<file path="config.mk">
export PLATFORM = sky130hd
export DESIGN_NAME = tpic_queue
export DESIGN_NICKNAME = d
export VERILOG_FILES = /design/src/hw/rtl/tpic_pkg.sv /design/src/hw/rtl/tpic_queue.sv
export VERILOG_INCLUDE_DIRS = /design/src /design/src/hw/rtl
export SDC_FILE = /design/constraint.sdc
export NUM_CORES = 1
export LEC_CHECK = 0
export BUFFER_PORTS_ARGS = -buffer_cell sky130_fd_sc_hd__buf_4
export CORE_MARGIN = 8
export CORE_UTILIZATION = 50
export CTS_BUF_LIST = sky130_fd_sc_hd__clkbuf_4 sky130_fd_sc_hd__clkbuf_8
export CTS_CLUSTER_SIZE = 28
export DETAILED_ROUTE_END_ITERATION = 16
export PLACE_DENSITY_LB_ADDON = 0.2
export REMOVE_ABC_BUFFERS = 1
export SLEW_MARGIN = 25
export SYNTH_ARGS = -nofsm -noshare
export SYNTH_HDL_FRONTEND = slang
export SYNTH_SLANG_ARGS = --single-unit
</file>
<file path="constraint.sdc">
create_clock -name clk_i -period 10.1 [get_ports clk_i]
set_clock_uncertainty 0.1 [all_clocks]
set_input_delay 1.01 -clock clk_i [delete_from_list [all_inputs] [get_ports clk_i]]
set_output_delay 1.01 -clock clk_i [all_outputs]
set_load 0.005 [all_outputs]
</file>
<file path="src/hw/rtl/assert_macros.svh">
// Assertion macros for the RTL of the three-plane intersection block.
`ifndef ASSERT_MACROS_SVH
`define ASSERT_MACROS_SVH

// Clocked assertion, disabled while reset is asserted.
`define TPIC_ASSERT(lbl, prop, msg) \
  lbl: assert property (@(posedge clk_i) disable iff (!rst_ni) prop) else $error(msg);

// Clocked assertion of the form "antecedent, then next cycle consequent".
`define TPIC_ASSERT_NEXT(lbl, ante, cons, msg) \
  `TPIC_ASSERT(lbl, (ante) |=> (cons), msg)

`endif

</file>
<file path="src/hw/rtl/tpic_pkg.sv">
// Package with types and constants of the three-plane intersection block.
`timescale 1ns / 1ps
package tpic_pkg;

  localparam int NRM_W    = 16;
  localparam int OFS_W    = 32;
  localparam int COORD_W  = 32;
  localparam int DTOL_W   = 47;
  localparam int PTOL_W   = 30;
  localparam int CFG_W    = 47;
  localparam int PTOL_SH  = 28;
  localparam int DEN_W    = 49;
  localparam int MAG_W    = 64;
  localparam int REM_W    = DEN_W + 1;
  localparam int Q_W      = 32;
  localparam int SCALE_SH = 14;
  localparam int OVF_SH   = Q_W - SCALE_SH;
  localparam int DIV_STAGES = Q_W;

  // Depth must be a power of two: the pointers wrap on their own.
  localparam int QUEUE_DEPTH = 4;
  localparam int QPTR_W      = $clog2(QUEUE_DEPTH);

  localparam logic [COORD_W-1:0] COORD_MAX = 32'h7FFF_FFFF;
  localparam logic [COORD_W-1:0] COORD_MIN = 32'h8000_0000;

  localparam logic [DTOL_W-1:0] DET_TOL_RST = 47'd4398047;
  localparam logic [PTOL_W-1:0] PAR_TOL_RST = '0;

  typedef enum logic [1:0] {
    OUT_FOUND    = 2'd0,
    OUT_PARALLEL = 2'd1,
    OUT_SINGULAR = 2'd2
  } outcome_e;

  typedef enum logic {
    CFG_DET_TOL = 1'b0,
    CFG_PAR_TOL = 1'b1
  } cfg_idx_e;

  // Classified word handed from the front part to the back part.
  typedef struct packed {
    outcome_e                  outcome;
    logic [2:0]                neg;
    logic [2:0][MAG_W-1:0]     mag;
    logic [DEN_W-1:0]          den;
  } job_t;

  // State of the three dividers at one stage of the back pipeline.
  typedef struct packed {
    outcome_e                  outcome;
    logic [2:0]                neg;
    logic [2:0]                ovf;
    logic [DEN_W-1:0]          den;
    logic [2:0][REM_W-1:0]     rem;
    logic [2:0][Q_W-1:0]       rest;
    logic [2:0][Q_W-1:0]       quo;
  } div_t;

endpackage

</file>
<file path="src/hw/rtl/tpic_queue.sv">
// Short queue of classified words between the front and back parts.
`timescale 1ns / 1ps
`include "assert_macros.svh"
module tpic_queue import tpic_pkg::*; (
  input  logic clk_i,
  input  logic rst_ni,
  input  logic push_i,
  input  job_t data_i,
  input  logic pop_i,
  output job_t data_o,
  output logic full_o,
  output logic empty_o
);

  job_t              mem_q [QUEUE_DEPTH];
  logic [QPTR_W-1:0] wr_q, rd_q;
  logic [QPTR_W:0]   cnt_q;

  // Pointers and fill count.
  always_ff @(posedge clk_i or negedge rst_ni) begin
    if (!rst_ni) begin
      wr_q  <= '0;
      rd_q  <= '0;
      cnt_q <= '0;
    end else begin
      if (push_i) begin
        wr_q <= wr_q + 1'b1;
      end
      if (pop_i) begin
        rd_q <= rd_q + 1'b1;
      end
      if (push_i && !pop_i) begin
        cnt_q <= cnt_q + 1'b1;
      end else if (pop_i && !push_i) begin
        cnt_q <= cnt_q - 1'b1;
      end
    end
  end

  // Storage.
  always_ff @(posedge clk_i) begin
    if (push_i) begin
      mem_q[wr_q] <= data_i;
    end
  end

  assign data_o  = mem_q[rd_q];
  assign full_o  = (cnt_q == (QPTR_W + 1)'(QUEUE_DEPTH));
  assign empty_o = (cnt_q == '0);

  `TPIC_ASSERT(a_no_overflow, push_i |-> !full_o, "queue written while full")
  `TPIC_ASSERT(a_no_underflow, pop_i |-> !empty_o, "queue read while empty")
  `TPIC_ASSERT_NEXT(a_count_up, push_i && !pop_i, cnt_q == $past(cnt_q) + 1'b1, "bad count")

endmodule

</file>
# Word level (Yosys, flattened, before mapping)
# Memory sizes are Yosys's and may differ from the RTL's.
# Index checks and enable logic that the tools add are counted.
# word_totals
regBits	7
latchBits	0
mem_count	1
romBits	0
ramBits	984
# mem_list
memory	words	width	rd	rd_clocked_by_memory_dff	write_ports	line	text
mem_q	4	246	1	0	1	tpic_queue.sv:15	job_t mem_q [QUEUE_DEPTH];
# classes
reduce_logical	6
shift	0
magnitude_cmp	0
muxes	4
addsub	4
n_eq_ne	1
div	0
bitwise_logic	0
mul	0
# op_table
op	count
2-to-1 mux 3 bit	2
adder 2 x 1 -> 2 bit (second input constant)	2
adder 3 x 1 -> 3 bit (second input constant)	1
equality test 3 bit (second input constant)	1
logical NOT 3 bit	1
subtractor 3 x 1 -> 3 bit (second input constant)	1
logical AND 1 bit	2
logical NOT 1 bit	2
2-to-1 mux 1 bit	2
nonzero test 2 bit	1

# Logic depth before layout (Yosys ltp)
# Gate-level depths: netlist of run 1.
# depth
depth_word	4
ltp_mapped	7
ltp_nobuf	7

# Least setup slack after synthesis of run 1
# OpenSTA, ideal clock, no wires.
# synth_timing
kind	input to register
startpoint	in push_i
endpoint	mem mem_q[1][0] in the netlist's numbering (enable)
setup_time_ns	0.637
path_buffers	0
path_slack_ns	2.790
arrival_time_ns	6.573
stages	1
cell_sequence	and2_1
# synth_via
elab_chain_len	2
# synth_lines
item	line	text
from (decl)	tpic_queue.sv:7	input logic push_i,
2-to-1 mux 1 bit	tpic_queue.sv:42	if (push_i) begin
2-to-1 mux 1 bit (implied by the code)	tpic_queue.sv:43	mem_q[wr_q] <= data_i;
to (decl)	tpic_queue.sv:15	
# No other way between the ends.

==> summary.txt, run 1 <==
Timing
  • Fmax: ~190 MHz
  • Final Cycle Share: 53.1%
  • Final Hold Fails: 0
  • Slew @ Worst Pin: around 1 ns
  • RSZ-0062 raised after global routing: false
  • Setup TNS: 0 ns
  • Final setup viols: 0
  • Headroom to the max-slew limit: 33.9%
  • Final min period: approximately 5.4 ns
  • Setup WS post-layout: between 4 and 5 ns
  • Final Max Slew Viols: 0

GRT
  • First-pass GRT wire length: approximately 110 mm
  • Largest net degree at the start of global routing: around 100
  • Initial antenna violation count: 13
  • Total global routing track utilization: a little under a fifth
  • GR Overflow Total: 0
  • Vias in the first global route: approximately 17,000

Layout
  • Storage element area: 29,700 sq um
  • Layout area overhead: 20.8%
  • Commonest non-fill, non-tap cell in the layout: edfxtp_1
  • Most frequent cells in the layout: edfxtp_1, buf_4, mux4_2
  • FILL cells: between 4,000 and 5,000
  • Multi-input logic area: between 5000 and 6000 sq um
  • Fraction of layout cells with a size suffix above 1: 49.1%
  • Fin nets: between 2,000 and 2,500

Setup path
  • Worst-path fanout max: slightly below 100
  • Kind of end point of the critical path: output pin
  • Critical path launch point type: flop
  • Crit path DAT: about 4.3 ns
  • Setup slack, reg-to-reg: roughly 6.6 ns
  • Worst Path Required: about 9.0 ns
  • Setup Crit Path Kind: flop to output pin

Pwr
  • Clock power share: 25.2%
  • Reg power frac: between 40% and 50%
  • Peak supply drop: ~190 uV
  • Combinational cell fraction of total power: a little under 30%
  • Power Dens Cells: between 200 and 300 nW/um^2
  • P_sw: 3.47 mW
  • Internal power: between 8 and 9 mW
  • Leakage: approximately 15 nW
  • Switch share: between 20 and 30%

CTS
  • Clock Tree Buf Depth: 3
  • Sink Count: 991
  • CTS root buf: clkbuf_8
  • Worst-Skew Late Latency: between 0.7 and 0.8 ns
  • Post-CTS resize count: 0
  • Number of post-CTS setup repair buffers: 0
  • Total CTS buffers: approximately 150
  • CTS tree: yes
  • Clock-pin transition on the worst setup and hold timing paths: roughly 0.060 ns
  • CTS HTree Levels: 4

Synth
  • Avg Cell Area, Syn: around 27 sq um
  • Ys Warns: 0
  • #FFs+latches synth: 991
  • Cells after Synth: roughly 1,300
  • Primary FF master, synth: edfxtp_1
  • Async set-reset flop share out of synthesis: less than 1%
  • Synth top area cells: edfxtp_1, mux4_2, buf_12
  • Seq/Total Area, Yosys: 82.3%
  • Post-synth cell types: 20
  • Synthesized area: ~36,000 sq um
  • EDFF count, synth: between 900 and 1,000
  • Yosys top cell by area: edfxtp_1
  • Top-area cell type share of the netlist area: roughly four fifths

Detailed routing
  • Drt total wl: ~75 mm
  • DR WL/cell: between 20 and 30 um
  • Max Used Layer: met5
  • Pre-antenna DRT Iters: 5
  • Via count: between 15,000 and 20,000
  • DRT met1 WL: about 28 mm
  • Antenna Nets Post-Route: 0
  • Routed wl met3: 6.18 mm
  • Drt first-iter violations: 1,069
  • DR vias/cell: 5.37
  • DRC errors left: 0
  • Routed wl met2: a little under 40 mm

Floorplan
  • Num rows: 98
  • Die footprint: about 81,000 sq um
  • Die height: around 280 um
  • Die Wd: 285 um
  • IO Pins: 498
  • Core area: 71,500 sq um
  • Starting Density: about 50%

Place
  • Dpl ws: around 5.4 ns
  • Hpwl dp: 46.4 mm
  • Placer Congestion: between 0.7 and 0.8
  • # port buffers: between 400 and 500

Job
  • Max_cap viols: 0

Run status
  • Outcome: complete, no violations

Hold path
  • Min-delay worst type: input pin to flop
[Yosys cell counts, types with 2 or more instances]
cell	instances
clkbuf_1	2
inv_1	4
dfrtp_1	7
xnor2_1	2
nand2_1	2
mux4_2	246
buf_6	4
ha_1	5
and2_1	4
buf_2	26
edfxtp_1	984
xor2_1	4
buf_12	22
[per-layer routing]
metal | GRT usage [%] | vias to the layer above
met5 | 0 | -
met4 | 7.31 | 10
met3 | 6.73 | 137
met2 | 30.5 | 537
met1 | 21.6 | 8425
li1 | - | 7020
[cell families (layout without fill, tap and decap cells)]
| logic type | count (synthesis) | count (layout) | synth area share [%] |
|---|---|---|---|
| compound gates | 1 | 1 | 0.0138 |
| buf+inv | 59 | 786 | 1.78 |
| simple gates | 9 | 9 | 0.135 |
| flops | 991 | 991 | 82.3 |
| mux | 247 | 247 | 15.4 |
| xor+xnor | 6 | 6 | 0.146 |
| fa+ha+maj | 6 | 6 | 0.229 |
| other cells | 0 | 9 | 0 |
[flip-flops by register name, summed over array words and instances (netlist names)]
signal	count
mem_q	984
wr_q	2
cnt_q	3
rd_q	2
[metrics by stage]
step	util, %	hold WS [ns]	instances	power, mW	instance area (sq um)
after floorplan	-	0.356	1264	8.39	35500
after global placement	56.8	0.372	2728	9.46	40600
after CTS	61.0	0.228	2996	12.7	43600
final	61.0	0.340	3005	12.4	43600
after detailed placement	56.9	0.390	2732	9.52	40700
after global routing	61.0	0.252	3002	13.0	43600
[power by group through the flow]
stage | Sequential, mW | Clock [mW] | Combinational [mW]
2_1_floorplan | 6.11 | 0 | 2.28
3_3_place_gp | 5.68 | 0 | 3.79
3_5_place_dp | 5.71 | 0 | 3.80
4_1_cts | 5.63 | 3.23 | 3.82
5_1_grt | 5.69 | 3.40 | 3.96
6_report | 5.61 | 3.13 | 3.69
[worst max-delay path, stage by stage, from the launching register on]
cell     delay [ns]
dfrtp_4        0.96
buf_4          0.81
buf_12         0.59
mux4_2         0.64
buf_4          0.16
[path summary, 6_finish.rpt]
| kind | from | depth (start not counted) | end |
|---|---|---|---|
| setup / recovery | rd_q[0] | 4 | data_o[199] |
| hold / removal | data_i[196] | 1 | mem_q[0][196] |
| setup reg to reg | wr_q[0] | 5 | mem_q[2][67] |
| hold reg to reg | cnt_q[2] | 1 | cnt_q[2] |
| max in group asynchronous | rst_ni | 2 | rd_q[1] |
| min in group asynchronous | rst_ni | 2 | rd_q[0] |
[area by class of cell]
class	instances	area share, %
flip-flops and latches	991	68.2
clock buffers	207	5.77
repair buffers	519	9.24
inverters	4	0.0344
well taps	950	2.72
clock inverters	56	0.832
multi-input cells	269	13.2
diodes	9	0.0516
[timing repair]
action,in CTS,in global routing
setup endpoints to repair,0,0
hold buffers,1,0
endpoints found under the hold margin,7,0
Power figures use the tool's default switching activity.
==> inputs of run 2 (changes only) <==
==> constraint.sdc (replaced) <==
create_clock -name clk_i -period 5.3 [get_ports clk_i]
set_clock_uncertainty 0.1 [all_clocks]
set_input_delay 0.53 -clock clk_i [delete_from_list [all_inputs] [get_ports clk_i]]
set_output_delay 0.53 -clock clk_i [all_outputs]
set_load 0.005 [all_outputs]
==> summary.txt, run 2 (same netlist as run 1, synthesis figures left out) <==
Timing
  • Final Hold Fails: 0 (unchanged)
  • Final setup viols: 0 (unchanged)
  • Worst hold margin: 0.395 ns (was 0.340 ns)
  • Fmax: about 290 MHz
  • Final Cycle Share: ~66%
  • Final min period: 3.47 ns
  • Headroom to the max-slew limit: 43.7% (was 33.9%)
  • RSZ-0062 raised after global routing: false (unchanged)
  • Slew @ Worst Pin: 0.845 ns (was 0.992 ns)
  • Final Max Slew Viols: 0 (unchanged)

CTS
  • Clock-pin transition on the worst setup and hold timing paths: 0.06 ns (about the same)
  • Sink Count: 991 (unchanged)
  • Total CTS buffers: 157 (was 154)
  • # hold bufs at CTS: 250 (was 1)
  • Post-CTS resize count: 0 (unchanged)
  • CTS root buf: clkbuf_8 (unchanged)
  • CTS tree: yes (unchanged)
  • Number of post-CTS setup repair buffers: 0 (unchanged)
  • Clock Tree Buf Depth: 3 (unchanged)
  • CTS HTree Levels: 4 (unchanged)
  • Worst-Skew Late Latency: 0.75 ns (was 0.76 ns)

Floorplan
  • Starting Density: 50.5% (unchanged)
  • IO Pins: 498 (unchanged)
  • Num rows: 98 (unchanged)
  • Die height: 285 um (unchanged)
  • Core area: 71,500 sq um (unchanged)
  • Die footprint: 81,100 sq um (unchanged)
  • Die Wd: 285 um (unchanged)

Job
  • Max_cap viols: 0 (unchanged)

Detailed routing
  • DRC errors left: 0 (unchanged)
  • Via count: 17,189 (was 16,129)
  • Drt total wl: 77.3 mm (was 75.2 mm)
  • Drt first-iter violations: 1,126 (was 1,069)
  • Pre-antenna DRT Iters: 5 (unchanged)
  • Antenna Nets Post-Route: 0 (unchanged)
  • DR WL/cell: 23.7 um (was 25.0 um)
  • DR vias/cell: 5.27 (was 5.37)

Setup path
  • Top Family by Delay on Critical Path: buffers and inverters (unchanged)
  • Setup Crit Path Kind: flop to output pin (unchanged)
  • CP peak stage delay: 0.65 ns (was 0.96 ns)
  • CP Buf/Inv Count: 3 (unchanged)
  • Critical path launch point type: flop (unchanged)
  • Crit path DAT: 2.84 ns (was 4.25 ns)
  • Worst r2r path cells: 4 (was 5)
  • RR Startpoint: wr_q[0] (unchanged)
  • Kind of end point of the critical path: output pin (unchanged)
  • Worst Path Required: 4.67 ns (was 8.99 ns)
  • Worst-path fanout max: 38 (was 97)
  • Crit-path slowest cell: dfrtp_4 (unchanged)
  • Setup slack, reg-to-reg: 2.74 ns (was 6.60 ns)
  • R2r endpoint: mem_q[2][195] (was mem_q[2][67])
  • Worst setup path startpoint: rd_q[0] (unchanged)
  • CP cell instances: buf_16 > buf_12 > mux4_2 > buf_4 (was buf_4 > buf_12 > mux4_2 > buf_4)

Pwr
  • Power Dens Cells: 523 nW/um^2 (was 285 nW/um^2)
  • Leakage: 16.0 nW (was 14.9 nW)
  • Peak supply drop: 457 uV (was 192 uV)
  • Power Total: 24.3 mW (was 12.4 mW)

Layout
  • Max FFs per register: 984 (unchanged)
  • Register with the most flip-flops: mem_q (unchanged)
  • Fraction of layout cells with a size suffix above 1: 44.5% (was 49.1%)
  • Most frequent cells in the layout: edfxtp_1, buf_4, dlygate4sd3_1 (was edfxtp_1, buf_4, mux4_2)
  • Layout area overhead: 28.5% (was 20.8%)
  • Finished Core Util: 64.9% (was 61.0%)
  • Multi-input logic area: 5750 sq um (unchanged)
  • Commonest non-fill, non-tap cell in the layout: edfxtp_1 (unchanged)
  • Fin nets: 2,449 (was 2,195)
  • Largest registers: mem_q x984, cnt_q x3 (unchanged)
  • FILL cells: 4,633 (was 4,999)
  • Storage element area: 29,700 sq um (unchanged)

Hold path
  • Min-Delay Startpoint: data_i[178] (was data_i[196])
  • Hold EP: mem_q[2][178] (was mem_q[0][196])
  • Min-delay worst type: input pin to flop (unchanged)
  • Worst Hold Depth: 2 (was 1)

Run status
  • Outcome: complete, no violations (unchanged)

Place
  • Hpwl dp: 46.2 mm (was 46.4 mm)
  • # port buffers: 497 (unchanged)
  • Placer Congestion: 0.740 (was 0.738)

GRT
  • Initial antenna violation count: 6 (was 13)
  • GR Overflow Total: 0 (unchanged)
  • Vias in the first global route: 18,960 (was 17,427)
  • Total global routing track utilization: 18.9% (was 18.3%)
  • First-pass GRT wire length: 116 mm (was 111 mm)
  • Largest net degree at the start of global routing: 110 (was 102)
-- run 2: changes by cell type in the layout (fill, tap and decap cells not counted), sizes merged --
| cell | previous run | this run |
|---|---|---|
| clkbuf | 207 | 231 |
| dlygate4sd3 | 1 | 250 |
| buf | 518 | 520 |
| bufinv | 2 | 1 |
| inv | 6 | 14 |
| clkinvlp | 6 | 2 |
| clkinv | 46 | 25 |
-- run 2: through the flow --
step | std cells | setup WS (ns) | TNS (ns) | instance area [sq um]
after global placement | 2732 | 2.31 | 0 | 40800
after global routing | 3259 | 1.62 | 0 | 46400
after detailed placement | 2733 | 2.31 | 0 | 40800
final | 3262 | 1.83 | 0 | 46400
after CTS | 3252 | 1.41 | 0 | 46400
after floorplan | 1264 | -5.48 | -2937.29 | 35500
-- run 2: worst reg2reg max path, delay by kind of cell, from the launching register on --
family | cells | cell delay, ns
buf+inv | 2 | 0.69
fa+ha+maj | 1 | 0.16
simple gates | 1 | 0.62
flops | 1 | 0.43
-- run 2: how the worst max path moves through the flow --
stage,depth (start not counted),to
finish,4,data_o[82]
global placement,3,data_o[195]
detailed placement,3,data_o[195]
floorplan,1,data_o[0]
global route,4,data_o[181]
CTS,3,data_o[195]
-- run 2: final cells by class --
cell class / instances / area share (%)
clock inverters: 38 / 0.682
inverters: 4 / 0.0324
flip-flops and latches: 991 / 64.1
diodes: 9 / 0.0485
clock buffers: 231 / 5.89
repair buffers: 770 / 14.3
well taps: 950 / 2.56
multi-input cells: 269 / 12.4
-- run 2: routing by layer --
layer  global-route usage [%]  share of wire (%)  vias to the layer above
met2                     32.1                 53                      547
met4                     6.84                2.8                        0
li1                         -                  -                     7528
met1                     23.0                 39                     8960
met3                     5.35                6.2                      154
met5                        0                  0                        -
-- run 2: where the power goes --
group          internal, mW  total, mW  switching, mW
Sequential             10.2       10.6          0.371
Combinational          3.88       7.42           3.54
Clock                  3.38       6.25           2.87
